`config.mk`:
```
export PLATFORM = sky130hd
export DESIGN_NAME = line_pixel_generator_flat
export DESIGN_NICKNAME = d
export VERILOG_FILES = /design/src/rtl/core/lbg_pkg.sv /design/src/rtl/core/lbg_if.sv /design/src/rtl/core/line_pixel_generator.sv /design/src/rtl/core/lbg_front.sv /design/src/rtl/core/lbg_queue.sv /design/src/rtl/core/lbg_back.sv /design/src/flat_wrapper.sv
export SDC_FILE = /design/constraint.sdc
export NUM_CORES = 1
export LEC_CHECK = 0
export ABC_AREA = 0
export BUFFER_PORTS_ARGS = -buffer_cell sky130_fd_sc_hd__buf_2
export CAP_MARGIN = 5
export CORE_ASPECT_RATIO = 1.1
export CORE_MARGIN = 10
export CORE_UTILIZATION = 50
export DETAILED_ROUTE_END_ITERATION = 7
export PLACE_DENSITY = 0.68
export SLEW_MARGIN = 20
export SYNTH_ARGS = -nofsm -noshare
export SYNTH_HDL_FRONTEND = slang
export SYNTH_SLANG_ARGS = --single-unit
export TNS_END_PERCENT = 30
```
`constraint.sdc`:
```
create_clock -name i_clk -period 6.4 [get_ports i_clk]
set_input_delay 0 -clock i_clk [delete_from_list [all_inputs] [get_ports i_clk]]
set_output_delay 0 -clock i_clk [all_outputs]
set_load 0.005 [all_outputs]
```
`src/rtl/core/lbg_pkg.sv`:
```
// ----------------------------------------------------------------------------
// lbg_pkg
// Shared constants and helpers for the line pixel generator.
// ----------------------------------------------------------------------------
package lbg_pkg;

    localparam int COORD_BITS_DEF = 6;
    localparam int COLOUR_W       = 32;
    localparam int MAX_RESULTS    = 64;
    localparam int QUEUE_DEPTH    = 2;

    // classified command: six coordinates/deltas, two step signs, error, colour
    function automatic int rec_width(input int cw);
        return 7 * cw + 4 + COLOUR_W;
    endfunction

endpackage

```
`src/rtl/core/lbg_if.sv`:
```
// ----------------------------------------------------------------------------
// lbg interfaces
// Valid/ready channels for line commands and emitted pixels.
// ----------------------------------------------------------------------------
interface lbg_cmd_if #(
    parameter int CW = lbg_pkg::COORD_BITS_DEF
);
    import lbg_pkg::*;

    logic                valid;
    logic                ready;
    logic [CW-1:0]       start_x;
    logic [CW-1:0]       start_y;
    logic [CW-1:0]       end_x;
    logic [CW-1:0]       end_y;
    logic [COLOUR_W-1:0] colour;

    modport source (output valid, start_x, start_y, end_x, end_y, colour, input ready);
    modport sink   (input valid, start_x, start_y, end_x, end_y, colour, output ready);
endinterface

interface lbg_pix_if #(
    parameter int CW = lbg_pkg::COORD_BITS_DEF
);
    import lbg_pkg::*;

    logic                valid;
    logic                ready;
    logic [CW-1:0]       pixel_x;
    logic [CW-1:0]       pixel_y;
    logic [COLOUR_W-1:0] pixel_colour;
    logic                last_pixel;

    modport source (output valid, pixel_x, pixel_y, pixel_colour, last_pixel, input ready);
    modport sink   (input valid, pixel_x, pixel_y, pixel_colour, last_pixel, output ready);
endinterface

```
`src/rtl/core/line_pixel_generator.sv`:
```
// First pixel path: command queue, then line registers, then output register.
// Throughput: one pixel per cycle within a line while the output is not stalled; the stepper
// loads each line, then steps once per pixel, up to 64 pixels per line.
// The two-entry command queue accepts further commands while a line is drawn.
// Zero-length lines are dropped at the front and never reach the queue or the stepper.
// Reset: synchronous, active low; clears queue, stepper and output valid.
// ----------------------------------------------------------------------------
// line_pixel_generator
// Top level: command front, command queue and Bresenham pixel stepper.
// ----------------------------------------------------------------------------
module line_pixel_generator #(
    parameter int COORD_BITS = lbg_pkg::COORD_BITS_DEF
) (
    input  logic      i_clk,
    input  logic      i_rst_n,
    lbg_cmd_if.sink   i_cmd,
    lbg_pix_if.source o_pix
);
    import lbg_pkg::*;

    localparam int REC_W = rec_width(COORD_BITS);

    logic             push;
    logic             push_ready;
    logic [REC_W-1:0] push_rec;
    logic             pop_valid;
    logic             pop;
    logic [REC_W-1:0] pop_rec;

    lbg_front #(.CW(COORD_BITS)) u_front (
        .i_cmd        (i_cmd),
        .o_push       (push),
        .i_push_ready (push_ready),
        .o_rec        (push_rec)
    );

    lbg_queue #(.W(REC_W), .DEPTH(QUEUE_DEPTH)) u_queue (
        .i_clk        (i_clk),
        .i_rst_n      (i_rst_n),
        .i_push       (push),
        .o_push_ready (push_ready),
        .i_data       (push_rec),
        .o_pop_valid  (pop_valid),
        .i_pop        (pop),
        .o_data       (pop_rec)
    );

    lbg_back #(.CW(COORD_BITS)) u_back (
        .i_clk       (i_clk),
        .i_rst_n     (i_rst_n),
        .i_pop_valid (pop_valid),
        .o_pop       (pop),
        .i_rec       (pop_rec),
        .o_pix       (o_pix)
    );

endmodule

```
`src/rtl/core/lbg_front.sv`:
```
// ----------------------------------------------------------------------------
// lbg_front
// Accepts line commands, works out deltas, step directions and the initial
// error term, and drops zero-length lines.
// ----------------------------------------------------------------------------
module lbg_front #(
    parameter int CW = lbg_pkg::COORD_BITS_DEF
) (
    lbg_cmd_if.sink                        i_cmd,
    output logic                           o_push,
    input  logic                           i_push_ready,
    output logic [lbg_pkg::rec_width(CW)-1:0] o_rec
);
    import lbg_pkg::*;

    logic [CW-1:0]        adx;
    logic [CW-1:0]        ady;
    logic                 xneg;
    logic                 yneg;
    logic signed [CW+1:0] err0;
    logic                 nonzero;

    always_comb begin
        xneg = !(i_cmd.start_x < i_cmd.end_x);
        yneg = !(i_cmd.start_y < i_cmd.end_y);
        adx  = xneg ? i_cmd.start_x - i_cmd.end_x : i_cmd.end_x - i_cmd.start_x;
        ady  = yneg ? i_cmd.start_y - i_cmd.end_y : i_cmd.end_y - i_cmd.start_y;
        if (adx > ady) begin
            err0 = $signed({3'b000, adx[CW-1:1]});
        end else begin
            err0 = -$signed({3'b000, ady[CW-1:1]});
        end
        nonzero = (i_cmd.start_x != i_cmd.end_x) || (i_cmd.start_y != i_cmd.end_y);
    end

    assign i_cmd.ready = i_push_ready;
    assign o_push      = i_cmd.valid && nonzero;
    assign o_rec       = {i_cmd.start_x, i_cmd.start_y, i_cmd.end_x, i_cmd.end_y,
                          adx, ady, xneg, yneg, err0, i_cmd.colour};

endmodule

```
`src/rtl/core/lbg_queue.sv`:
```
// ----------------------------------------------------------------------------
// lbg_queue
// Short first-in first-out queue between command front and pixel stepper.
// ----------------------------------------------------------------------------
module lbg_queue #(
    parameter int W     = 8,
    parameter int DEPTH = lbg_pkg::QUEUE_DEPTH
) (
    input  logic         i_clk,
    input  logic         i_rst_n,
    input  logic         i_push,
    output logic         o_push_ready,
    input  logic [W-1:0] i_data,
    output logic         o_pop_valid,
    input  logic         i_pop,
    output logic [W-1:0] o_data
);
    localparam int PTR_W = (DEPTH > 1) ? $clog2(DEPTH) : 1;
    localparam int CNT_W = $clog2(DEPTH + 1);

    logic [W-1:0]     r_mem [DEPTH];
    logic [PTR_W-1:0] r_wr;
    logic [PTR_W-1:0] r_rd;
    logic [CNT_W-1:0] r_cnt;
    logic             do_push;
    logic             do_pop;

    assign o_push_ready = (r_cnt != CNT_W'(DEPTH));
    assign o_pop_valid  = (r_cnt != '0);
    assign o_data       = r_mem[r_rd];
    assign do_push      = i_push && o_push_ready;
    assign do_pop       = i_pop && o_pop_valid;

    always_ff @(posedge i_clk) begin
        if (do_push) begin
            r_mem[r_wr] <= i_data;
        end
    end

    always_ff @(posedge i_clk) begin
        if (!i_rst_n) begin
            r_wr  <= '0;
            r_rd  <= '0;
            r_cnt <= '0;
        end else begin
            if (do_push) begin
                r_wr <= (r_wr == PTR_W'(DEPTH - 1)) ? '0 : r_wr + 1'b1;
            end
            if (do_pop) begin
                r_rd <= (r_rd == PTR_W'(DEPTH - 1)) ? '0 : r_rd + 1'b1;
            end
            if (do_push && !do_pop) begin
                r_cnt <= r_cnt + 1'b1;
            end else if (do_pop && !do_push) begin
                r_cnt <= r_cnt - 1'b1;
            end
        end
    end

endmodule

```
`src/rtl/core/lbg_back.sv`:
```
// ----------------------------------------------------------------------------
// lbg_back
// Bresenham stepper: loads a classified line and emits one pixel per cycle
// into an output register while that register is not stalled.
// ----------------------------------------------------------------------------
module lbg_back #(
    parameter int CW = lbg_pkg::COORD_BITS_DEF
) (
    input  logic                              i_clk,
    input  logic                              i_rst_n,
    input  logic                              i_pop_valid,
    output logic                              o_pop,
    input  logic [lbg_pkg::rec_width(CW)-1:0] i_rec,
    lbg_pix_if.source                         o_pix
);
    import lbg_pkg::*;

    localparam int CNT_W = $clog2(MAX_RESULTS + 1);

    logic [CW-1:0]        q_cx, q_cy, q_tx, q_ty, q_adx, q_ady;
    logic                 q_xneg, q_yneg;
    logic signed [CW+1:0] q_err;
    logic [COLOUR_W-1:0]  q_colour;

    logic                 r_busy;
    logic [CW-1:0]        r_cx, r_cy, r_tx, r_ty, r_adx, r_ady;
    logic                 r_xneg, r_yneg;
    logic signed [CW+1:0] r_err;
    logic [COLOUR_W-1:0]  r_colour;
    logic [CNT_W-1:0]     r_cnt;

    logic                 r_ovalid;
    logic [CW-1:0]        r_ox, r_oy;
    logic [COLOUR_W-1:0]  r_ocolour;
    logic                 r_olast;

    logic                 emit;
    logic                 step_x, step_y;
    logic signed [CW+1:0] adx_s, ady_s;
    logic [CW-1:0]        n_cx, n_cy;
    logic signed [CW+1:0] n_err;
    logic [CNT_W-1:0]     n_cnt;
    logic                 n_last;

    assign {q_cx, q_cy, q_tx, q_ty, q_adx, q_ady, q_xneg, q_yneg, q_err, q_colour} = i_rec;

    assign emit  = r_busy && (!r_ovalid || o_pix.ready);
    assign o_pop = !r_busy && i_pop_valid;

    always_comb begin
        adx_s  = $signed({2'b00, r_adx});
        ady_s  = $signed({2'b00, r_ady});
        step_x = (r_err > -adx_s) && (r_cx != r_tx);
        step_y = (r_err < ady_s) && (r_cy != r_ty);
        n_cx   = r_cx;
        n_cy   = r_cy;
        n_err  = r_err;
        if (step_x) begin
            n_cx  = r_xneg ? r_cx - 1'b1 : r_cx + 1'b1;
            n_err = n_err - ady_s;
        end
        if (step_y) begin
            n_cy  = r_yneg ? r_cy - 1'b1 : r_cy + 1'b1;
            n_err = n_err + adx_s;
        end
        n_cnt  = r_cnt + 1'b1;
        n_last = ((n_cx == r_tx) && (n_cy == r_ty)) || !(step_x || step_y) ||
                 (n_cnt == CNT_W'(MAX_RESULTS));
    end

    // line registers
    always_ff @(posedge i_clk) begin
        if (o_pop) begin
            r_cx     <= q_cx;
            r_cy     <= q_cy;
            r_tx     <= q_tx;
            r_ty     <= q_ty;
            r_adx    <= q_adx;
            r_ady    <= q_ady;
            r_xneg   <= q_xneg;
            r_yneg   <= q_yneg;
            r_err    <= q_err;
            r_colour <= q_colour;
            r_cnt    <= '0;
        end else if (emit) begin
            r_cx  <= n_cx;
            r_cy  <= n_cy;
            r_err <= n_err;
            r_cnt <= n_cnt;
        end
    end

    // output register payload
    always_ff @(posedge i_clk) begin
        if (emit) begin
            r_ox      <= r_cx;
            r_oy      <= r_cy;
            r_ocolour <= r_colour;
            r_olast   <= n_last;
        end
    end

    always_ff @(posedge i_clk) begin
        if (!i_rst_n) begin
            r_busy   <= 1'b0;
            r_ovalid <= 1'b0;
        end else begin
            if (o_pop) begin
                r_busy <= 1'b1;
            end else if (emit && n_last) begin
                r_busy <= 1'b0;
            end
            if (emit) begin
                r_ovalid <= 1'b1;
            end else if (o_pix.ready) begin
                r_ovalid <= 1'b0;
            end
        end
    end

    assign o_pix.valid        = r_ovalid;
    assign o_pix.pixel_x      = r_ox;
    assign o_pix.pixel_y      = r_oy;
    assign o_pix.pixel_colour = r_ocolour;
    assign o_pix.last_pixel   = r_olast;

endmodule

```
`src/flat_wrapper.sv`:
```
// flat-port wrapper written by rule: the top's interface ports become plain ports
module line_pixel_generator_flat import lbg_pkg::*;
#(
    parameter int COORD_BITS = lbg_pkg::COORD_BITS_DEF
)
  (i_clk, i_rst_n, i_cmd_valid, i_cmd_start_x, i_cmd_start_y, i_cmd_end_x, i_cmd_end_y, i_cmd_colour, i_cmd_ready, o_pix_valid, o_pix_pixel_x, o_pix_pixel_y, o_pix_pixel_colour, o_pix_last_pixel, o_pix_ready);
  lbg_cmd_if i_cmd_i ();
  lbg_pix_if o_pix_i ();
  input  logic i_clk;
  input  logic i_rst_n;
  input wire logic [$bits(i_cmd_i.valid)-1:0] i_cmd_valid;
  input wire logic [$bits(i_cmd_i.start_x)-1:0] i_cmd_start_x;
  input wire logic [$bits(i_cmd_i.start_y)-1:0] i_cmd_start_y;
  input wire logic [$bits(i_cmd_i.end_x)-1:0] i_cmd_end_x;
  input wire logic [$bits(i_cmd_i.end_y)-1:0] i_cmd_end_y;
  input wire logic [$bits(i_cmd_i.colour)-1:0] i_cmd_colour;
  output wire logic [$bits(i_cmd_i.ready)-1:0] i_cmd_ready;
  output wire logic [$bits(o_pix_i.valid)-1:0] o_pix_valid;
  output wire logic [$bits(o_pix_i.pixel_x)-1:0] o_pix_pixel_x;
  output wire logic [$bits(o_pix_i.pixel_y)-1:0] o_pix_pixel_y;
  output wire logic [$bits(o_pix_i.pixel_colour)-1:0] o_pix_pixel_colour;
  output wire logic [$bits(o_pix_i.last_pixel)-1:0] o_pix_last_pixel;
  input wire logic [$bits(o_pix_i.ready)-1:0] o_pix_ready;
  assign i_cmd_i.valid = i_cmd_valid;
  assign i_cmd_i.start_x = i_cmd_start_x;
  assign i_cmd_i.start_y = i_cmd_start_y;
  assign i_cmd_i.end_x = i_cmd_end_x;
  assign i_cmd_i.end_y = i_cmd_end_y;
  assign i_cmd_i.colour = i_cmd_colour;
  assign i_cmd_ready = i_cmd_i.ready;
  assign o_pix_valid = o_pix_i.valid;
  assign o_pix_pixel_x = o_pix_i.pixel_x;
  assign o_pix_pixel_y = o_pix_i.pixel_y;
  assign o_pix_pixel_colour = o_pix_i.pixel_colour;
  assign o_pix_last_pixel = o_pix_i.last_pixel;
  assign o_pix_i.ready = o_pix_ready;
  line_pixel_generator #(.COORD_BITS(COORD_BITS)) u_core (.i_clk(i_clk), .i_rst_n(i_rst_n), .i_cmd(i_cmd_i), .o_pix(o_pix_i));
endmodule
```
# --- Yosys cells after proc, flatten, opt, wreduce, memory -nomap -nowiden ---
# Memories as Yosys holds them, arrays and structs flattened. A register that Yosys moved wholly into a read port is not among the register bits.
# Index checks and enable logic that the tools add are counted.
totals:
  regBits: 136
  ram_bits: 156
  input_bits: 60
  out_inout_bits: 47
  wordCells: 106
  n_memories: 1
mem_list:
  columns: ["memory", "words", "width", "rd", "rd_ports_with_merged_regs", "write_ports", "line_no", "source"]
  rows:
  - ["u_core.u_queue.r_mem", 2, 78, 1, 1, 1, "lbg_queue.sv:21", "logic [W-1:0] r_mem [DEPTH];"]
classes:
  n_addsub: 17
  n_lt_le_gt_ge: 5
  eq_ne: 8
  muxes: 27
  n_reduce_logical: 28
ops:
  columns: ["cell", "n"]
  rows:
  - ["$mux 6", 10]
  - ["$mux 8", 5]
  - ["$ne 6x6->1", 4]
  - ["$sub 6x6->6", 4]
  - ["$add 6x1->6 const B", 2]
  - ["$eq 6x6->1", 2]
  - ["$lt 6x6->1", 2]
  - ["$sub 6x1->6 const B", 2]
  - ["$logic_and 1x1->1", 11]
  - ["$mux 1", 10]
  - ["$reduce_bool 2->1", 5]
  - ["$add 8x7->8", 1]
  - ["$gt 8x8->1", 1]
  - ["$lt 8x7->1", 1]
  - ["$neg 5->8", 1]
  - ["$neg 6->8", 1]
  - ["$sub 8x7->8", 1]
  - ["$add 7x1->7 const B", 1]
  - ["$eq 7x7->1 const B", 1]
  - ["$logic_not 1->1", 7]
  - ["$gt 6x6->1", 1]
  - ["$logic_or 1x1->1", 5]
  - ["$mux 2", 2]
  - ["$add 1x1->1 const B", 2]
  - ["other kinds (3)", 3]

# --- Depth between registers and ports, before layout ---
# Gate-level depths: netlist of the first run.
depth:
  ltp_word: 11
  ltp_mapped: 22

# --- Hierarchy ---
# Synthesis of the first run repeated with hierarchy kept, for this count alone.
hier_totals:
  hier_cells: 965
  hier_area_um2: 13892.1
by_module_without_submodules:
  columns: ["mod", "n_inst", "cells_each", "area_each_um2", "seq_area_each_um2"]
  rows:
  - ["lbg_back", 1, 454, 6084.6, 3873.7]
  - ["lbg_queue", 1, 267, 5950.7, 4784.6]
  - ["lbg_front", 1, 244, 1856.8, 0.0]

# --- Worst setup path after synthesis of the first run ---
# Ideal clock, no wire load.
synth_timing:
  path_kind: "input to register"
  startpoint: "in i_cmd_end_y[5]"
  endpoint: "mem u_core.u_queue.r_mem[0][0] in the netlist's numbering (enable)"
  setup_ps: 517
  t_arrival_ps: 4100
  required_ps: 5883
  path_slack_ps: 1783
  stages: 6
  path_cell_list: "inv_1 > ha_1 > buf_4 > nand4_1 > o311ai_0 > nor2_1"
synth_via:
  elab_chain_len: 6
synth_rtl:
  columns: ["item", "line_no", "source"]
  rows:
  - ["start: declaration", "flat_wrapper.sv:15", "input wire logic [$bits(i_cmd_i.end_y)-1:0] i_cmd_end_y;"]
  - ["$ne 6x6->1", "lbg_front.sv:33", "nonzero = (i_cmd.start_x != i_cmd.end_x) || (i_cmd.start_y != i_cmd.end_y);"]
  - ["$logic_or 1x1->1", "lbg_front.sv:33", null]
  - ["$logic_and 1x1->1", "lbg_front.sv:37", "assign o_push = i_cmd.valid && nonzero;"]
  - ["$logic_and 1x1->1", "lbg_queue.sv:31", "assign do_push = i_push && o_push_ready;"]
  - ["$mux 1", "lbg_queue.sv:35", "if (do_push) begin"]
  - ["$mux 1 (not written as such)", "lbg_queue.sv:36", "r_mem[r_wr] <= i_data;"]
  - ["end: declaration", "lbg_queue.sv:21", null]
# No other way between the ends.

# --- Final worst setup path of the first run ---
layout_timing:
  startpoint: "reg u_core.u_back.r_adx[1]"
  endpoint: "reg u_core.u_back.r_err[7] (data pin)"
layout_via:
  elab_chain_len: 8
layout_rtl:
  columns: ["item", "line_no", "source"]
  rows:
  - ["start: declaration", "lbg_back.sv:26", "logic [CW-1:0] r_cx, r_cy, r_tx, r_ty, r_adx, r_ady;"]
  - ["start signal: assignment", "lbg_back.sv:78", "r_adx <= q_adx;"]
  - ["$neg 6->8", "lbg_back.sv:53", "step_x = (r_err > -adx_s) && (r_cx != r_tx);"]
  - ["$gt 8x8->1", "lbg_back.sv:53", null]
  - ["$logic_and 1x1->1", "lbg_back.sv:53", null]
  - ["$mux 8", "lbg_back.sv:58", "if (step_x) begin"]
  - ["$add 8x7->8", "lbg_back.sv:64", "n_err = n_err + adx_s;"]
  - ["$mux 8 *", "lbg_back.sv:62", "if (step_y) begin"]
  - ["$mux 8 *", "lbg_back.sv:85", "end else if (emit) begin"]
  - ["$mux 8 *", "lbg_back.sv:73", "if (o_pop) begin"]
  - ["end signal: assignment", "lbg_back.sv:82", "r_err <= q_err;"]
  - ["end signal: assignment", "lbg_back.sv:88", "r_err <= n_err;"]
  - ["end: declaration", "lbg_back.sv:28", "logic signed [CW+1:0] r_err;"]
# Mark *: on every way between the ends. The rest lies on a longest branch, timed or not. The select of a mux whose other input is x is not followed.
# A chain may end at the register's enable or synchronous reset.

==> results of run 1 <==
## routing by layer
layer	global-route usage, %	part of all wire [%]	up-vias
li1	-	-	3744
met5	0	0	-
met4	4.86	2.3	0
met2	25.2	47	191
met3	3.22	5.6	50
met1	20.5	45	3757
## synth_stat cells (all sizes together), types with 14 or more instances
cell and number:
nand2 31, nor2 35, a21oi 41, a211oi 20
ha 61, mux2i 25, clkbuf 16, xnor2 30
o21ai 40, mux2 70, edfxtp 279, xor2 28
dfxtp 14, inv 61
## kinds of logic after synthesis
kind of cell / after synthesis / share of synthesized area, %
buffers and inverters: 88 / 2.82
XOR/XNOR: 59 / 4.00
flip-flops: 293 / 65.1
AO/OA/AOI/OAI: 160 / 8.09
multiplexers: 95 / 7.81
adder cells (fa/ha/maj): 69 / 6.95
AND/OR/NAND/NOR: 138 / 5.20
## state kept, by name, summed over array words and instances (netlist names), named ones only
register                          flops
u_core.u_queue.r_wr                   1
u_core.u_back.o_pix.valid             1
u_core.u_back.r_cnt                   7
u_core.u_back.o_pix.last_pixel        1
u_core.u_back.r_err                   8
u_core.u_back.r_cx                    6
u_core.u_back.r_yneg                  1
u_core.u_back.r_ady                   6
u_core.u_back.o_pix.pixel_colour     32
u_core.u_back.r_colour               32
u_core.u_queue.r_cnt                  2
u_core.u_back.o_pix.pixel_x           6
u_core.u_back.r_ty                    6
u_core.u_back.o_pix.pixel_y           6
u_core.u_queue.r_rd                   1
u_core.u_back.r_xneg                  1
u_core.u_back.r_adx                   6
u_core.u_back.r_tx                    6
u_core.u_back.r_cy                    6
u_core.u_queue.r_mem                156
u_core.u_back.r_busy                  1
## stage by stage
| step | worst slack (ns) | cells | util, % |
|---|---|---|---|
| 6_report | 2.19 | 1452 | 60.1 |
| 5_1_grt | 1.76 | 1452 | 60.1 |
| 4_1_cts | 2.16 | 1452 | 60.1 |
| 3_5_place_dp | 2.15 | 1341 | 54.3 |
| 3_3_place_gp | 2.21 | 1341 | 54.3 |
| 2_1_floorplan | 1.78 | 902 | - |
## worst max path at each step
stage	slack (ns)	startpoint	cells past startpoint	end
3_5_place_dp	2.15	u_core.u_back.r_adx[1]	18	u_core.u_back.r_err[7]
6_report	2.19	u_core.u_back.r_adx[1]	18	u_core.u_back.r_err[7]
5_1_grt	1.76	u_core.u_back.r_adx[4]	19	u_core.u_back.r_err[7]
4_1_cts	2.16	u_core.u_back.r_adx[1]	18	u_core.u_back.r_err[7]
2_1_floorplan	1.78	i_cmd_end_y[5]	6	u_core.u_queue.r_mem[0][0]
3_3_place_gp	2.21	u_core.u_back.r_adx[1]	18	u_core.u_back.r_err[7]
## worst reg2reg max path, delay by kind of cell, from the launching register on
family / cells / cell delay, ns
compound gates: 8 / 1.23
xor+xnor: 1 / 0.15
fa+ha+maj: 3 / 0.86
buf+inv: 2 / 0.13
flops: 1 / 0.42
mux: 2 / 0.69
simple gates: 2 / 0.49
## cell type report
cell class	count	share of cell area (%)
flip-flops and latches	293	55.1
multi-input cells	521	27.2
repair buffers	171	7.41
clock buffers	33	4.85
well taps	352	2.80
inverters	62	1.50
clock inverters	20	1.05
## what timing repair did
action / 4_1_cts / 5_1_grt
hold buffers: 58 / 0
resized for setup: 0 / 0
hold endpoints to repair: 119 / 0
## placed cells by master (no fill, tap or decap), types with 6 or more instances in the layout
cell type      netlist  final
clkinv_1             1      7
ha_1                61     61
clkbuf_16            0     30
o21ai_0             35     34
clkinv_2             0      6
nor2_1              34     32
a21o_1               6      6
nand4_1             10     10
nor3_1              11     11
dlygate4sd3_1        0     58
mux2_2              70     70
a21oi_1             40     40
buf_4                1      7
xor2_1              28     28
nand2_1             30     30
dfxtp_1             14     13
buf_2                6    106
xnor2_1             30     30
a31oi_1              6      6
nor2b_1             12     12
inv_1               61     60
fa_1                 8      8
mux2i_1             25     25
edfxtp_1           279    279
nand2b_1             8      8
a211oi_1            17     17
nand3_1             12     12
## power by group
part | switching (mW) | internal (mW)
clock | 0.718 | 0.904
sequential | 0.308 | 2.93
combinational | 1.76 | 1.35
total | 2.78 | 5.18
==> impl_metrics.py, run 1 <==
metrics = {
    "run_status": {
        "status": "completed",
    },
    "worst_hold_path": {
        "min_to": "u_core.u_queue.r_wr",
        "hold_path_class": "input port to flip-flop",
        "min_from": "i_cmd_valid",
        "hold_depth": 6,
    },
    "route": {
        "via_per_inst": 5.33,
        "drt-initial-drc-count": 490,
        "drc_errors": 0,
        "vias": 7742,
        "wl_per_cell_um": 18.1,
        "drt-total-wl_um": 26300,
        "drt_pre_antenna_iters": 5,
        "ant_nets": 0,
    },
    "synth": {
        "synth-edff-count": 279,
        "ys_warn_count": 0,
        "syn_area_sq_um": 13300,
        "synth_nets": 1031,
        "synth_top_cell_by_area": "edfxtp_1",
        "ys_seq_area_share_pct": 65.1,
        "synth.distinct_cells": 70,
        "ys_ff_latch": 293,
        "synth_cells": 902,
        "ys.flop_type": "edfxtp_1",
        "synth.area.top_cells": "edfxtp_1 (63%), mux2_2 (5.9%), ha_1 (5.7%), dfxtp_1 (2.1%), xnor2_1 (2.0%)",
        "synth_top_area_share_pct": 63.0,
        "async_flop_share_pct": 0,
        "synth.avg_cell_area_sq_um": 14.7,
    },
    "grt": {
        "gr-usage-all-layers_pct": 15.5,
        "grt_start_max_net_pins": 64,
        "grt_pass1_vias": 7910,
        "antenna_found_initial": 0,
        "gr-total-overflow": 0,
        "grt_pass1_wl_um": 41700,
    },
    "timing": {
        "setup_viol": 0,
        "slew_violations": 0,
        "tightest_slew_ns": 0.893,
        "fmax_mhz": 238,
        "rsz0062_at_grt": "false",
        "period_share_pct": 65.8,
        "finalHoldViolCount": 0,
        "holdWs_ns": 0.115,
        "setup_tns_ns": 0,
        "finalCriticalPeriod_ns": 4.21,
        "relSlewSlack_pct": 40.4,
        "skew_ns": 0.0220,
    },
    "critical_path": {
        "worst_setup_path_end_kind": "flip-flop",
        "path_class": "flip-flop to flip-flop",
        "crit_family": "compound AO/OA/AOI/OAI gates",
        "crit_arrival_ns": 4.51,
        "slowest_stage": "edfxtp_1",
        "max_stage_delay_ns": 0.42,
        "critical_path_buf_inv_count": 2,
        "worstPathMaxFanout": 8,
        "r2r_end": "u_core.u_back.r_err[7]",
        "crit-reg2reg-launch": "u_core.u_back.r_adx[1]",
        "rr_worst_depth": 18,
        "crit_required_ns": 6.70,
        "crit_path_start_kind": "flip-flop",
        "r2r_slack_ns": 2.19,
        "crit_path_cell_trace": "inv_1 > ha_1 > inv_1 > ha_1 > nor2b_1 > o211ai_1 > a21oi_1 > o21ai_2 > mux2_2 > ha_1 > a211oi_1 > o21bai_1 > a21oi_1 > o21ai_0 > or3b_1 > mux2_2 > xnor2_1 > a21oi_1",
    },
    "die": {
        "die_w_um": 175,
        "die_area_sq_um": 33500,
        "die-height_um": 191,
        "ioPinCount": 107,
        "coreArea_sq_um": 26100,
        "num_rows": 62,
        "start_util_pct": 50.9,
    },
    "power_and_ir_drop": {
        "p_total_mw": 7.96,
        "ir_worst_vdd_mv": 0.279,
        "powerDensity_nw_per_um2": 507,
        "p_leak_nw": 5.85,
    },
    "final_layout": {
        "n_fill_cell": 1973,
        "stdcell_area_sq_um": 15700,
        "syn_to_final_growth_pct": 18.2,
        "multi_input_area_sq_um": 4280,
        "seq_area_sq_um": 8660,
        "n_antenna_cell": 0,
        "nNetsFinal": 1208,
        "drive_gt1_share_pct": 22.7,
    },
    "placement": {
        "io_buffers": 106,
        "gp_congestion": 0.869,
        "place_area_sq_um": 14200,
        "hpwl_um": 17600,
    },
    "clocking": {
        "numCtsBuffers": 30,
        "cts_setup_buffers": 0,
        "clkSinkCount": 293,
        "clk_pin_slew_worst_paths_ns": 0.06,
        "cts-root-buf": "clkbuf_16",
        "insertion_delay_ns": 0.57,
        "clockBufferDepth": 3,
        "cts_tree": "built",
        "cts-htree-levels": 1,
    },
    "run": {
        "cap_violations": 0,
    },
}
Power figures use the tool's default switching activity.
==> run 2, diff against run 1 <==
PLACE_DENSITY = 0.71   (was 0.68)
clock period = 3.55 ns   (was 6.4 ns; I/O delays follow)
==> impl_metrics.py, run 2 (synthesized netlist as in run 1, its figures left out) <==
metrics = {
    "route": {
        "drc_errors": 0,
        "drt-initial-drc-count": 546,
        "wl_per_cell_um": 18.0,
        "maxUsedRoutingLayer": "met4",
        "met2WireLength_um": 13400,
        "vias": 8065,
        "drt_pre_antenna_iters": 4,
        "met3_length_um": 1250,
        "ant_nets": 0,
        "drt-total-wl_um": 27700,
        "via_per_inst": 5.25,
        "met1Wirelength_um": 12400,
    },
    "clocking": {
        "clkSinkCount": 293,
        "insertion_delay_ns": 0.55,
        "cts-htree-levels": 1,
        "clockBufferDepth": 3,
        "numCtsBuffers": 28,
        "clk_pin_slew_worst_paths_ns": 0.06,
        "cts_tree": "built",
        "cts-root-buf": "clkbuf_16",
    },
    "critical_path": {
        "crit_family": "compound AO/OA/AOI/OAI gates",
        "slowest_stage": "edfxtp_1",
        "worstPathMaxFanout": 3,
        "path_class": "flip-flop to flip-flop",
        "crit_required_ns": 3.83,
        "max_stage_delay_ns": 0.43,
        "critical_path_buf_inv_count": 0,
        "crit_path_start_kind": "flip-flop",
        "crit_arrival_ns": 4.28,
        "crit_path_cell_trace": "nor3_4 > nand3_4 > xnor2_2 > ha_1 > nand4_1 > o22ai_1 > a31oi_1 > o21ai_2 > mux2_4 > ha_4 > a211oi_4 > o21bai_1 > a21oi_2 > o21ai_2 > or3b_1 > mux2_4 > xnor2_2 > a21oi_1",
        "worst_setup_path_end_kind": "flip-flop",
    },
    "grt": {
        "gr-usage-all-layers_pct": 15.8,
        "grt_pass1_vias": 8194,
        "grt_start_max_net_pins": 83,
        "gr-total-overflow": 0,
        "grt_pass1_wl_um": 43000,
        "antenna_found_initial": 0,
    },
    "timing": {
        "slew_violations": 0,
        "relSlewSlack_pct": 41.4,
        "holdWs_ns": 0.166,
        "tightest_slew_ns": 0.878,
        "period_share_pct": 113,
        "rsz0062_at_grt": "true",
        "skew_ns": 0.0215,
        "finalWorstSetupSlack_ns": -0.456,
        "setup_tns_ns": -1.50,
        "setup_viol": 5,
        "finalHoldViolCount": 0,
        "finalCriticalPeriod_ns": 4.01,
        "fmax_mhz": 250,
    },
    "final_layout": {
        "drive_gt1_share_pct": 31.1,
        "nNetsFinal": 1295,
        "syn_to_final_growth_pct": 25.3,
        "layout_common_cells": "edfxtp_1 (279), buf_2 (106), buf_4 (88), mux2_2 (68)",
        "n_antenna_cell": 0,
        "stdcell_area_sq_um": 16700,
        "largest_reg_flops": 156,
        "layout_commonest_cell": "edfxtp_1",
        "stdcell_count": 1535,
        "largest_register": "u_core.u_queue.r_mem",
        "fin_util_pct": 63.7,
    },
    "run_status": {
        "violations": "negative setup slack",
        "status": "complete, but fails checks",
    },
    "die": {
        "start_util_pct": 50.9,
        "coreArea_sq_um": 26100,
        "num_rows": 62,
        "die_area_sq_um": 33500,
        "die-height_um": 191,
        "die_w_um": 175,
        "ioPinCount": 107,
    },
    "power_and_ir_drop": {
        "p_total_mw": 16.4,
        "ir_worst_vdd_mv": 0.542,
        "powerDensity_nw_per_um2": 987,
        "p_leak_nw": 6.36,
    },
    "run": {
        "cap_violations": 0,
    },
    "placement": {
        "gp_congestion": 0.836,
        "dp_slack_ns": -0.554,
        "hpwl_um": 18900,
        "placed_cells": 1421,
        "place_area_sq_um": 14900,
        "io_buffers": 106,
    },
    "worst_hold_path": {
        "hold_path_class": "input port to flip-flop",
    },
}
run 2: changes by cell type in the layout (fill, tap and decap cells not counted), moves of 5 or more:
cell     before  now
buf_4         7   88
o21ai_0      34   25
a21oi_1      40   34
a21oi_2       1    7
xnor2_1      30   24
xnor2_2       0    6
buf_12        0    5
ha_1         61   56
o21ai_2       2    7
run 2: worst paths after layout:
check	startpoint	endpoint	slack, ns	cells past startpoint
worst max-delay path	u_core.u_back.r_adx[4]	u_core.u_back.r_err[7]	-0.46	18
worst min-delay path	i_cmd_colour[25]	u_core.u_queue.r_mem[1][25]	0.17	2
worst max register to register	u_core.u_back.r_adx[4]	u_core.u_back.r_err[7]	-0.46	18
worst min register to register	u_core.u_back.r_colour[15]	u_core.u_back.o_pix.pixel_colour[15]	0.42	0
run 2: power by group:
| group | total (mW) | switching (mW) | internal, mW | leakage, nW |
|---|---|---|---|---|
| logic | 7.82 | 4.01 | 3.81 | 3.20 |
| clock network | 2.86 | 1.21 | 1.66 | 0.431 |
| registers | 5.76 | 0.495 | 5.27 | 2.73 |
| total | 16.4 | 5.71 | 10.7 | 6.36 |
run 2: worst register-to-register path, delay by kind of cell (launching register included):
family / cells / cell delay (ns)
compound gates: 8 / 0.96
xor+xnor: 2 / 0.28
fa+ha+maj: 2 / 0.61
flops: 1 / 0.43
mux: 2 / 0.62
simple gates: 4 / 0.86
run 2: cell type report:
| type | instances | area (sq um) |
|---|---|---|
| Multi-Input combinational cell | 521 | 4530 |
| Clock inverter | 15 | 170 |
| Inverter | 62 | 233 |
| Sequential cell | 293 | 8660 |
| Clock buffer | 32 | 716 |
| Tap cell | 352 | 440 |
| Timing Repair Buffer | 260 | 1910 |
| Fill cell | 1869 | 9490 |
run 2: routing by layer:
metal	up-vias	global-route usage, %
li1	3918	-
met2	190	26.7
met3	41	2.51
met1	3916	21.1
met5	-	0
met4	0	3.78
run 2: what timing repair did:
item | CTS | global route
hold buffers | 58 | 0
buffers inserted | 2 | 7
setup endpoints to repair | 5 | 21
gates resized for setup | 17 | 42
endpoints found under the hold margin | 119 | 0
pin swaps | 12 | 28
